--- src/hw/rtl/plne_pkg.sv ---
// Shared types, codes and sizes for the positional list engine.
package plne_pkg;

  localparam int CAPACITY = 64;
  localparam int ADDR_W   = (CAPACITY > 1) ? $clog2(CAPACITY) : 1;
  localparam int CNT_W    = 8;
  localparam int DATA_W   = 32;

  typedef enum logic [1:0] {
    OP_INSERT = 2'd0,
    OP_DELETE = 2'd1,
    OP_READ   = 2'd2,
    OP_FIND   = 2'd3
  } op_t;

  typedef enum logic [1:0] {
    ST_OK      = 2'd0,
    ST_RANGE   = 2'd1,
    ST_FULL    = 2'd2,
    ST_MISSING = 2'd3
  } status_t;

  typedef enum logic [1:0] {
    PTR_CNT_M1 = 2'd0,
    PTR_POS_P1 = 2'd1,
    PTR_POS    = 2'd2,
    PTR_ZERO   = 2'd3
  } ptr_src_t;

  typedef enum logic [1:0] {
    WR_NONE = 2'd0,
    WR_UP   = 2'd1,
    WR_DOWN = 2'd2,
    WR_VAL  = 2'd3
  } wr_sel_t;

  typedef struct packed {
    op_t                 operation;
    logic [CNT_W-1:0]    position;
    logic signed [31:0]  item_value;
  } item_t;

  typedef struct packed {
    status_t             status;
    logic signed [31:0]  read_value;
    logic [CNT_W-1:0]    found_index;
    logic [CNT_W-1:0]    list_length;
  } result_t;

  // controller -> datapath
  typedef struct packed {
    logic     load;
    logic     ptr_ld;
    ptr_src_t ptr_src;
    logic     ptr_inc;
    logic     ptr_dec;
    logic     rd;
    wr_sel_t  wr_sel;
    logic     cnt_inc;
    logic     cnt_dec;
    logic     emit;
    status_t  emit_status;
  } cmd_t;

  // datapath -> controller
  typedef struct packed {
    op_t  op;
    logic pos_gt_cnt;
    logic pos_ge_cnt;
    logic full;
    logic cnt_zero;
    logic pos_is_last;
    logic ptr_eq_pos;
    logic ptr_is_last;
    logic match;
  } flags_t;

endpackage

--- src/hw/rtl/plne_ram.sv ---
// Generic simple dual-port RAM, one write and one registered read port.
module plne_ram #(
  parameter int WIDTH = 32,
  parameter int DEPTH = 64
) (
  input  logic                                  clk,
  input  logic                                  we,
  input  logic [((DEPTH > 1) ? $clog2(DEPTH) : 1)-1:0] waddr,
  input  logic [WIDTH-1:0]                      wdata,
  input  logic                                  re,
  input  logic [((DEPTH > 1) ? $clog2(DEPTH) : 1)-1:0] raddr,
  output logic [WIDTH-1:0]                      rdata
);

  logic [WIDTH-1:0] mem [DEPTH];

  always_ff @(posedge clk) begin
    if (we) begin
      mem[waddr] <= wdata;
    end
    if (re) begin
      rdata <= mem[raddr];
    end
  end

endmodule

--- src/hw/rtl/plne_dp.sv ---
// Datapath: item registers, length count, address pointer, entry RAM, result register.
module plne_dp (
  input  logic               clk,
  input  logic               rst,
  input  plne_pkg::item_t    item,
  input  plne_pkg::cmd_t     cmd,
  output plne_pkg::flags_t   flags,
  output logic               done,
  output plne_pkg::result_t  result
);

  localparam logic [plne_pkg::CNT_W-1:0] CAP_CNT = plne_pkg::CNT_W'(plne_pkg::CAPACITY);

  plne_pkg::op_t                 op_r;
  logic [plne_pkg::CNT_W-1:0]    pos_r;
  logic [plne_pkg::DATA_W-1:0]   val_r;
  logic [plne_pkg::CNT_W-1:0]    count;
  logic [plne_pkg::CNT_W-1:0]    count_next;
  logic [plne_pkg::CNT_W-1:0]    count_m1;
  logic [plne_pkg::CNT_W-1:0]    ptr;
  logic [plne_pkg::CNT_W-1:0]    rd_addr_q;

  logic                          wr_en;
  logic [plne_pkg::ADDR_W-1:0]   waddr;
  logic [plne_pkg::DATA_W-1:0]   wdata;
  logic [plne_pkg::ADDR_W-1:0]   raddr;
  logic [plne_pkg::DATA_W-1:0]   rdata;

  assign count_m1 = count - plne_pkg::CNT_W'(1);
  assign raddr    = ptr[plne_pkg::ADDR_W-1:0];

  always_comb begin
    count_next = count;
    if (cmd.cnt_inc) begin
      count_next = count + plne_pkg::CNT_W'(1);
    end else if (cmd.cnt_dec) begin
      count_next = count_m1;
    end
  end

  always_comb begin
    wr_en = 1'b1;
    waddr = pos_r[plne_pkg::ADDR_W-1:0];
    wdata = rdata;
    case (cmd.wr_sel)
      plne_pkg::WR_UP: begin
        waddr = plne_pkg::ADDR_W'(rd_addr_q + plne_pkg::CNT_W'(1));
      end
      plne_pkg::WR_DOWN: begin
        waddr = plne_pkg::ADDR_W'(rd_addr_q - plne_pkg::CNT_W'(1));
      end
      plne_pkg::WR_VAL: begin
        wdata = val_r;
      end
      default: begin
        wr_en = 1'b0;
      end
    endcase
  end

  plne_ram #(
    .WIDTH (plne_pkg::DATA_W),
    .DEPTH (plne_pkg::CAPACITY)
  ) u_store (
    .clk   (clk),
    .we    (wr_en),
    .waddr (waddr),
    .wdata (wdata),
    .re    (cmd.rd),
    .raddr (raddr),
    .rdata (rdata)
  );

  always_ff @(posedge clk) begin
    if (cmd.load) begin
      op_r  <= item.operation;
      pos_r <= item.position;
      val_r <= item.item_value;
    end
    if (cmd.ptr_ld) begin
      case (cmd.ptr_src)
        plne_pkg::PTR_CNT_M1: ptr <= count_m1;
        plne_pkg::PTR_POS_P1: ptr <= pos_r + plne_pkg::CNT_W'(1);
        plne_pkg::PTR_POS:    ptr <= pos_r;
        default:              ptr <= '0;
      endcase
    end else if (cmd.ptr_inc) begin
      ptr <= ptr + plne_pkg::CNT_W'(1);
    end else if (cmd.ptr_dec) begin
      ptr <= ptr - plne_pkg::CNT_W'(1);
    end
    if (cmd.rd) begin
      rd_addr_q <= ptr;
    end
  end

  always_ff @(posedge clk) begin
    if (rst) begin
      count <= '0;
      done  <= 1'b0;
    end else begin
      count <= count_next;
      done  <= cmd.emit;
    end
  end

  // result payload
  always_ff @(posedge clk) begin
    if (cmd.emit) begin
      result.status      <= cmd.emit_status;
      result.list_length <= count_next;
      result.read_value  <= (op_r == plne_pkg::OP_READ && cmd.emit_status == plne_pkg::ST_OK)
                            ? rdata : '0;
      result.found_index <= (op_r == plne_pkg::OP_FIND && cmd.emit_status == plne_pkg::ST_OK)
                            ? rd_addr_q : '0;
    end
  end

  always_comb begin
    flags.op          = op_r;
    flags.pos_gt_cnt  = pos_r > count;
    flags.pos_ge_cnt  = pos_r >= count;
    flags.full        = count >= CAP_CNT;
    flags.cnt_zero    = count == '0;
    flags.pos_is_last = pos_r == count_m1;
    flags.ptr_eq_pos  = ptr == pos_r;
    flags.ptr_is_last = ptr == count_m1;
    flags.match       = rdata == val_r;
  end

  // shift pipeline never reads the entry it is writing
  a_no_rw_clash: assert property (@(posedge clk) disable iff (rst)
    (wr_en && cmd.rd) |-> (waddr != raddr))
    else $error("read and write hit the same entry");

  a_no_overflow: assert property (@(posedge clk) disable iff (rst)
    cmd.cnt_inc |-> (count < CAP_CNT))
    else $error("length grows past capacity");

  a_no_underflow: assert property (@(posedge clk) disable iff (rst)
    cmd.cnt_dec |-> (count != '0))
    else $error("length drops below zero");

  a_single_pulse: assert property (@(posedge clk) disable iff (rst)
    done |=> !done)
    else $error("result strobe held for two cycles");

endmodule

--- src/hw/rtl/plne_ctrl.sv ---
// Controller: sequences checks, shift passes, reads and searches for each item.
module plne_ctrl (
  input  logic              clk,
  input  logic              rst,
  input  logic              start,
  input  plne_pkg::flags_t  flags,
  output logic              busy,
  output plne_pkg::cmd_t    cmd
);

  typedef enum logic [13:0] {
    S_IDLE       = 14'b00000000000001,
    S_CHECK      = 14'b00000000000010,
    S_UP_PRIME   = 14'b00000000000100,
    S_UP_RUN     = 14'b00000000001000,
    S_UP_LAST    = 14'b00000000010000,
    S_INS_WRITE  = 14'b00000000100000,
    S_DN_PRIME   = 14'b00000001000000,
    S_DN_RUN     = 14'b00000010000000,
    S_DN_LAST    = 14'b00000100000000,
    S_RD_ISSUE   = 14'b00001000000000,
    S_RD_WAIT    = 14'b00010000000000,
    S_FIND_PRIME = 14'b00100000000000,
    S_FIND_RUN   = 14'b01000000000000,
    S_FIND_TAIL  = 14'b10000000000000
  } state_t;

  state_t state;
  state_t state_next;

  assign busy = state != S_IDLE;

  always_ff @(posedge clk) begin
    if (rst) begin
      state <= S_IDLE;
    end else begin
      state <= state_next;
    end
  end

  always_comb begin
    state_next      = state;
    cmd             = '0;
    cmd.ptr_src     = plne_pkg::PTR_ZERO;
    cmd.wr_sel      = plne_pkg::WR_NONE;
    cmd.emit_status = plne_pkg::ST_OK;
    case (state)
      S_IDLE: begin
        if (start) begin
          cmd.load   = 1'b1;
          state_next = S_CHECK;
        end
      end
      S_CHECK: begin
        case (flags.op)
          plne_pkg::OP_INSERT: begin
            if (flags.pos_gt_cnt) begin
              cmd.emit        = 1'b1;
              cmd.emit_status = plne_pkg::ST_RANGE;
              state_next      = S_IDLE;
            end else if (flags.full) begin
              cmd.emit        = 1'b1;
              cmd.emit_status = plne_pkg::ST_FULL;
              state_next      = S_IDLE;
            end else if (flags.pos_ge_cnt) begin
              state_next = S_INS_WRITE;   // append, nothing to move
            end else begin
              cmd.ptr_ld  = 1'b1;
              cmd.ptr_src = plne_pkg::PTR_CNT_M1;
              state_next  = S_UP_PRIME;
            end
          end
          plne_pkg::OP_DELETE: begin
            if (flags.pos_ge_cnt) begin
              cmd.emit        = 1'b1;
              cmd.emit_status = plne_pkg::ST_RANGE;
              state_next      = S_IDLE;
            end else if (flags.pos_is_last) begin
              cmd.cnt_dec = 1'b1;
              cmd.emit    = 1'b1;
              state_next  = S_IDLE;
            end else begin
              cmd.ptr_ld  = 1'b1;
              cmd.ptr_src = plne_pkg::PTR_POS_P1;
              state_next  = S_DN_PRIME;
            end
          end
          plne_pkg::OP_READ: begin
            if (flags.pos_ge_cnt) begin
              cmd.emit        = 1'b1;
              cmd.emit_status = plne_pkg::ST_RANGE;
              state_next      = S_IDLE;
            end else begin
              cmd.ptr_ld  = 1'b1;
              cmd.ptr_src = plne_pkg::PTR_POS;
              state_next  = S_RD_ISSUE;
            end
          end
          default: begin
            if (flags.cnt_zero) begin
              cmd.emit        = 1'b1;
              cmd.emit_status = plne_pkg::ST_MISSING;
              state_next      = S_IDLE;
            end else begin
              cmd.ptr_ld  = 1'b1;
              cmd.ptr_src = plne_pkg::PTR_ZERO;
              state_next  = S_FIND_PRIME;
            end
          end
        endcase
      end
      // shift up: read entry ptr, write it one place higher in the next cycle
      S_UP_PRIME, S_UP_RUN: begin
        cmd.rd = 1'b1;
        if (state == S_UP_RUN) begin
          cmd.wr_sel = plne_pkg::WR_UP;
        end
        if (flags.ptr_eq_pos) begin
          state_next = S_UP_LAST;
        end else begin
          cmd.ptr_dec = 1'b1;
          state_next  = S_UP_RUN;
        end
      end
      S_UP_LAST: begin
        cmd.wr_sel = plne_pkg::WR_UP;
        state_next = S_INS_WRITE;
      end
      S_INS_WRITE: begin
        cmd.wr_sel  = plne_pkg::WR_VAL;
        cmd.cnt_inc = 1'b1;
        cmd.emit    = 1'b1;
        state_next  = S_IDLE;
      end
      // shift down: read entry ptr, write it one place lower in the next cycle
      S_DN_PRIME, S_DN_RUN: begin
        cmd.rd = 1'b1;
        if (state == S_DN_RUN) begin
          cmd.wr_sel = plne_pkg::WR_DOWN;
        end
        if (flags.ptr_is_last) begin
          state_next = S_DN_LAST;
        end else begin
          cmd.ptr_inc = 1'b1;
          state_next  = S_DN_RUN;
        end
      end
      S_DN_LAST: begin
        cmd.wr_sel  = plne_pkg::WR_DOWN;
        cmd.cnt_dec = 1'b1;
        cmd.emit    = 1'b1;
        state_next  = S_IDLE;
      end
      S_RD_ISSUE: begin
        cmd.rd     = 1'b1;
        state_next = S_RD_WAIT;
      end
      S_RD_WAIT: begin
        cmd.emit   = 1'b1;
        state_next = S_IDLE;
      end
      S_FIND_PRIME: begin
        cmd.rd = 1'b1;
        if (flags.ptr_is_last) begin
          state_next = S_FIND_TAIL;
        end else begin
          cmd.ptr_inc = 1'b1;
          state_next  = S_FIND_RUN;
        end
      end
      // compare the entry read last cycle; stop on the first hit
      S_FIND_RUN: begin
        if (flags.match) begin
          cmd.emit   = 1'b1;
          state_next = S_IDLE;
        end else begin
          cmd.rd = 1'b1;
          if (flags.ptr_is_last) begin
            state_next = S_FIND_TAIL;
          end else begin
            cmd.ptr_inc = 1'b1;
          end
        end
      end
      S_FIND_TAIL: begin
        cmd.emit = 1'b1;
        if (!flags.match) begin
          cmd.emit_status = plne_pkg::ST_MISSING;
        end
        state_next = S_IDLE;
      end
      default: begin
        state_next = S_IDLE;
      end
    endcase
  end

  a_start_loads: assert property (@(posedge clk) disable iff (rst)
    (start && !busy) |=> (state == S_CHECK))
    else $error("accepted item not taken into check");

  a_emit_ends_item: assert property (@(posedge clk) disable iff (rst)
    cmd.emit |=> !busy)
    else $error("result given while work continues");

  a_no_read_and_write_val: assert property (@(posedge clk) disable iff (rst)
    (cmd.wr_sel == plne_pkg::WR_VAL) |-> (!cmd.rd && !cmd.ptr_inc && !cmd.ptr_dec))
    else $error("value write overlaps a shift pass");

endmodule

--- src/hw/rtl/positional_list_engine_unit.sv ---
// Top level of the positional list engine: controller plus datapath.
//
//  channel  | handshake             | payload             | transfer when
//  ---------+-----------------------+---------------------+----------------------
//  item in  | start / busy          | item  (item_t)      | start high, busy low
//  result   | done (one-cycle pulse)| result (result_t)   | every cycle done is high
//
// An item whose position or length check fails, or that removes the last entry,
// ends at the check; an append goes to the value write, a read issues its read
// and then takes the data, an insert or delete first shifts the entries it moves,
// and a find scans until its first hit or the last entry; the entry RAM gives one
// registered read per cycle, so the shift and search passes move one entry a cycle.
// busy is low on the cycle the result strobe rises, so the next item can transfer then.
// Synchronous reset empties the list; the entry RAM itself is not cleared.
// The result channel has no stall: each result is valid for exactly one cycle.
module positional_list_engine_unit (
  input  logic               clk,
  input  logic               rst,
  input  logic               start,
  output logic               busy,
  input  plne_pkg::item_t    item,
  output logic               done,
  output plne_pkg::result_t  result
);

  plne_pkg::cmd_t   cmd;
  plne_pkg::flags_t flags;

  plne_ctrl u_ctrl (
    .clk   (clk),
    .rst   (rst),
    .start (start),
    .flags (flags),
    .busy  (busy),
    .cmd   (cmd)
  );

  plne_dp u_dp (
    .clk    (clk),
    .rst    (rst),
    .item   (item),
    .cmd    (cmd),
    .flags  (flags),
    .done   (done),
    .result (result)
  );

endmodule

--- config.mk ---
export PLATFORM = sky130hd
export DESIGN_NAME = positional_list_engine_unit
export DESIGN_NICKNAME = d
export VERILOG_FILES = /design/src/hw/rtl/plne_pkg.sv /design/src/hw/rtl/plne_ram.sv /design/src/hw/rtl/plne_dp.sv /design/src/hw/rtl/plne_ctrl.sv /design/src/hw/rtl/positional_list_engine_unit.sv
export SDC_FILE = /design/constraint.sdc
export NUM_CORES = 2
export LEC_CHECK = 0
export BUFFER_PORTS_ARGS = -buffer_cell sky130_fd_sc_hd__clkbuf_2
export CORE_ASPECT_RATIO = 0.7
export CORE_UTILIZATION = 45
export CTS_BUF_LIST = sky130_fd_sc_hd__clkbuf_4 sky130_fd_sc_hd__clkbuf_8
export DETAILED_ROUTE_END_ITERATION = 10
export HOLD_SLACK_MARGIN = 0.15
export PLACE_DENSITY = 0.72
export SYNTH_ARGS = -nofsm -noshare
export SYNTH_HDL_FRONTEND = slang
export SYNTH_SLANG_ARGS = --single-unit
--- constraint.sdc ---
create_clock -name clk -period 6.3 [get_ports clk]
set_input_delay 1.26 -clock clk [delete_from_list [all_inputs] [get_ports clk]]
set_output_delay 1.26 -clock clk [all_outputs]
set_load 0.01 [all_outputs]
==> After elaboration in Yosys (flattened, before gate mapping) <==
Memories as Yosys holds them, arrays and structs flattened. A register that Yosys moved wholly into a read port is not among the register bits.
Cells that the tools add are included.
{ "op_classes": {"magnitude_cmp": 3, "reduce_logical": 14, "muxes": 63, "n_eq_ne": 29, "add_sub_neg": 7} }
{ "ops": {"columns": ["operator", "count"], "rows": [
  ["one-hot mux 14 bit (8 select lines)", 1],
  ["two-way mux 14 bit", 6],
  ["one-hot mux 14 bit (3 select lines)", 1],
  ["two-way mux 8 bit", 5],
  ["two-way mux 3 bit", 12],
  ["== test 32 bit", 1],
  ["two-way mux 32 bit", 1],
  ["adder 8 x 1 -> 8 bit (second input constant)", 3],
  ["== test 8 bit", 3],
  ["one-hot mux 8 bit (3 select lines)", 1],
  ["one-hot mux 3 bit (3 select lines)", 2],
  ["two-way mux 1 bit", 17],
  ["subtractor 8 x 1 -> 8 bit (second input constant)", 2],
  ["== test 14 x 1 -> 1 bit (second input constant)", 1],
  ["== test 14 x 10 -> 1 bit (second input constant)", 1],
  ["== test 14 x 11 -> 1 bit (second input constant)", 1],
  ["== test 14 x 12 -> 1 bit (second input constant)", 1],
  ["== test 14 x 13 -> 1 bit (second input constant)", 1],
  ["== test 14 bit (second input constant)", 1],
  ["== test 14 x 2 -> 1 bit (second input constant)", 1],
  ["== test 14 x 3 -> 1 bit (second input constant)", 1],
  ["== test 14 x 4 -> 1 bit (second input constant)", 1],
  ["== test 14 x 5 -> 1 bit (second input constant)", 1],
  ["== test 14 x 6 -> 1 bit (second input constant)", 1],
  ["other kinds (34)", 50]
]} }
{ "totals": {"output_inout_bits": 52, "n_memories": 1, "in_bits": 45, "mem_bits_rw": 2048, "elab_cells": 129, "regBits": 131} }
{ "memory_table": {"columns": ["memory", "words", "word_bits", "rd", "rd_ports_with_merged_regs", "wr", "line", "text"], "rows": [
  ["u_dp.u_store.mem", 64, 32, 1, 1, 1, "plne_ram.sv:15", "logic [WIDTH-1:0] mem [DEPTH];"]
]} }

==> Longest topological paths before layout <==
{ "logic_depth": {"depth_word": 9, "depth_mapped": 17, "depth_no_buf": 16} }

==> Modules after synthesis <==
From an unflattened synthesis, not the netlist that was laid out.
{ "hier_totals": {"hier_cells": 3964, "hier_area_um2": 86302.8} }
{ "by_module_without_submodules": {"columns": ["mod", "cells_each", "n_inst", "area_per_inst_um2"], "rows": [
  ["plne_ram", 3324, 1, 78833.1],
  ["plne_dp", 523, 1, 6492.5],
  ["plne_ctrl", 117, 1, 977.2]
]} }

==> Least setup slack after synthesis <==
OpenSTA, ideal clock, no wires.
{ "synth_path": {"path_kind": "register -> register", "start": "register u_ctrl.state[1]", "end": "memory u_dp.u_store.mem[52][0], enable pin", "n_path_buf": 1, "setup_ns": 0.421, "t_required_ns": 5.879, "setup_slack_ns": 0.960, "arrival_time_ns": 4.919, "path_stages_with_launch": 17, "cell_sequence": "dfxtp_1 > nor3_4 > nand4_2 > or3_1 > or3b_1 > clkbuf_1 > o311ai_0 > ha_1 > ha_1 > a21o_1 > a21oi_1 > o21bai_1 > a21oi_1 > xnor2_1 > a21oi_1 > nand2_1 > nor2_1"} }
{ "synth_between": {"elab_chain_cells": 8, "elab_cells_between_ends": 20} }
{ "synth_rtl": {"columns": ["item", "line", "text"], "rows": [
  ["start: declaration", "plne_ctrl.sv:28", "state_t state;"],
  ["start signal: assignment", "plne_ctrl.sv:37", "state <= state_next;"],
  ["== test 14 x 4 -> 1 bit (tied with other cells)", "plne_ctrl.sv:47, plne_ctrl.sv:115", null],
  ["two-way mux 1 bit (tied with other cells)", "plne_ctrl.sv:115", "if (state == S_UP_RUN) begin"],
  ["one-hot mux 2 bit (5 select lines) *", "plne_ctrl.sv:47", "case (state)"],
  ["== test 2 x 1 -> 1 bit or == test 2 bit (tied branches)", "plne_dp.sv:45", "case (cmd.wr_sel)"],
  ["OR reduction 3 bit (no line)", null, null],
  ["two-way mux 1 bit", "plne_dp.sv:45", null],
  ["two-way mux 1 bit", "plne_ram.sv:18", "if (we) begin"],
  ["two-way mux 1 bit (not written as such)", "plne_ram.sv:19", "mem[waddr] <= wdata;"],
  ["end: declaration", "plne_ram.sv:15", null]
]} }
Every way passes the cells marked *; elsewhere a longest branch is shown, timed or not.

==> Worst setup path in the final report <==
{ "layout_path": {"start": "register u_ctrl.state[1]", "end": "memory u_dp.u_store.mem[30][24], enable pin"} }
The elaborated chain is that of the path after synthesis.

==> impl_metrics.ini <==
[final_layout]
nNetsFinal = 4080
layout_commonest_cell = edfxtp_1
syn2layout_area_growth_pct = 12.1
fin_cells = 6730
final_cell_mix = edfxtp_1 (2188), mux4_2 (663), clkbuf_8 (322), clkbuf_4 (106), buf_4 (104)
drive_gt1_share_pct = 35.0

[logic_synthesis]
netlist_area_um2 = 86100
synthCells = 3658
synth_top_area_share_pct = 76.3
synth-main-ff-cell = edfxtp_1
synth_top_area_cell = edfxtp_1
synthMuxAreaShare_pct = 18.0
synth_seq_area_share_pct = 76.8
synth_edf_count = 2188
syn_area_per_cell_um2 = 23.5
synth_compound_area_share_pct = 0.910
synthTopCellsByArea = edfxtp_1 (76%), mux4_2 (17%), mux2_2 (0.54%)
yosys.area_share.simple_pct = 1.89
synth_xor_area_share_pct = 0.969
ys_warn_count = 0
synth_top_family_by_area = multiplexers
yosysUniqueCellTypes = 73
async_flop_share_pct = 0
synth-adder-area-share_pct = 0.424
synth.ff_latch_count = 2211
syn_nets = 3731

[sta]
relSlewSlack_pct = 18.6
finalSetupTns_ns = 0
drv_slew = 0
max_freq_mhz = 180
rsz0062_at_grt = false
hold_viol = 0
setup-violations-final = 0
finalCritPeriodShare_pct = 88.2
fin_skew_ns = 0.0591
fin_crit_ns = 5.56
worstMarginPinSlew_ns = 1.22

[route]
ant_nets = 0
drt_iter0_markers = 7209
first_pass_iters = 8
avgViaCountPerCell = 6.28
via_count = 42300
drc = 0
wirelength_mm = 231
wire_per_inst_um = 34.3

[placed_design]
dpl.cell_count = 6191
portBuffers = 96
dp_hpwl_mm = 142
gp_congestion = 0.920

[clock_network]
cts_resized = 0
numCtsBuffers = 311
clkTransAtPathRegs_ns = 0.07
cts_tree = built
clockBufferDepth = 4
htreeDepth = 5
clock-sinks = 2211
root_buffer = clkbuf_8
cts_setup_buffers = 0
clkLatencyLatePin_ns = 0.94
cts_hold_buf = 0

[floorplanning]
start_util_pct = 45.6
die_area_um2 = 193000
rows = 133
die_w_um = 525
core_area_um2 = 189000
io_pins = 97
die_h_um = 368

[hold_path]
hp-class = input pin to flop

[global_routing]
grt_pass1_vias = 40700
grt_use_total_pct = 23.8
grt_overflow = 0
grt_max_degree = 129
grt_pass1_wl_mm = 320
antenna_found_initial = 34

[power]
ir_drop_uv = 210
leakage_nw = 24.0
power_density_nw_per_um2 = 280
p_total_w = 0.0271

[critical_path]
crit_family = simple AND/OR/NAND/NOR gates
required_ns = 6.94
crit_buf_inv = 2
crit_type = flop to flop
crit_chain = nor3_4 > nand4_2 > or3_1 > or3b_1 > o311ai_0 > buf_4 > ha_1 > ha_1 > a21o_1 > a21oi_1 > o21bai_1 > a21oi_1 > xnor2_1 > a21o_1 > nand2_1 > nor2_4 > buf_4
critPathLaunchType = flop
max_stage_delay_ns = 0.71
arrival_ns = 6.19
worst-path-max-fanout = 20
critPathSlowestCell = nor2_4
endpoint_kind = flop

[run_status]
outcome = finished, final reports clean

[run]
maxCapViolCount = 0
## registers in the layout, indices dropped and copies added (netlist names), 8 cells and up
name / cells
u_dp.u_store.rdata: 32
u_ctrl.state: 14
u_dp.rd_addr_q: 8
u_dp.u_store.mem: 2048
u_dp.pos_r: 8
u_dp.result: 50
u_dp.val_r: 32
u_dp.ptr: 8
u_dp.count: 8
## layout make-up
class | count | area [um2]
Antenna cell | 9 | 22.5
Clock buffer | 428 | 5230
Clock inverter | 102 | 557
Fill cell | 14200 | 92300
Inverter | 24 | 90.1
Multi-Input combinational cell | 1241 | 19700
Sequential cell | 2211 | 66200
Tap cell | 2497 | 3120
Timing Repair Buffer | 218 | 1620
## power breakdown
part	leakage (nW)	internal, W	switching [W]	total [W]
combinational	6.16	0.0000977	0.000183	0.000281
sequential	14.7	0.0160	0.0000352	0.0160
clock	3.07	0.00548	0.00532	0.0108
## worst paths after layout
path                                 from                                 end  slack [ns]  depth (start not counted)
max          u_ctrl.state[1]$_SDFFE_PP0P_  u_dp.u_store.mem[30][24]$_DFFE_PP_        0.74                         17
min                              item[32]             u_dp.pos_r[0]$_DFFE_PP_        0.50                          1
max reg2reg  u_ctrl.state[1]$_SDFFE_PP0P_  u_dp.u_store.mem[30][24]$_DFFE_PP_        0.74                         17
min reg2reg   u_dp.rd_addr_q[7]$_DFFE_PP_       u_dp.result[15]$_SDFFCE_PN0P_        0.54                          1
## synth_stat cells (4+ instances only)
cell and instances:
edfxtp_1 2188, mux4_2 663, clkbuf_1 102, nor2_1 101, and2_1 50, nand2_1 47
buf_2 46, mux2_2 41, xor2_1 38, buf_1 33, xnor2_1 29, ha_1 26
a21oi_1 24, dfxtp_1 23, inv_1 23, o21ai_0 21, nor3_1 17, nor4_1 16
mux2i_1 11, nand3_1 11, xnor3_1 11, a21o_1 10, and3_1 10, nor3b_1 8
nand4_1 7, nor2b_1 7, o21a_1 6, or3_1 6, a31oi_1 5, and4_1 5
o21bai_1 5, a211oi_1 4, nor3_2 4
## cell families (layout without fill, tap and decap cells)
family,Yosys count,after routing
flops,2211,2211
mux,715,715
simple gates,309,309
buf+inv,206,772
compound gates,111,111
xor+xnor,78,78
fa+ha+maj,28,28
other cells,0,9
## per-stage QoR
| step | util [%] | worst slack (ns) | hold WS [ns] | area, um2 |
|---|---|---|---|---|
| final | 51.1 | 0.741 | 0.496 | 96600 |
| after global routing | 51.1 | 0.307 | 0.454 | 96500 |
| after detailed placement | 48.0 | 0.855 | 0.532 | 90700 |
| after CTS | 51.1 | 0.816 | 0.445 | 96500 |
| after floorplan | - | 0.960 | 0.455 | 86100 |
| after global placement | 48.0 | 0.859 | 0.535 | 90700 |
## per-layer routing
metal / track usage (%) / part of all wire, %
met1: 34.2 / 38
met5: 0 / 0.092
met4: 6.38 / 2.6
met3: 8.94 / 15
met2: 34.1 / 44
Power figures use the tool's default switching activity.
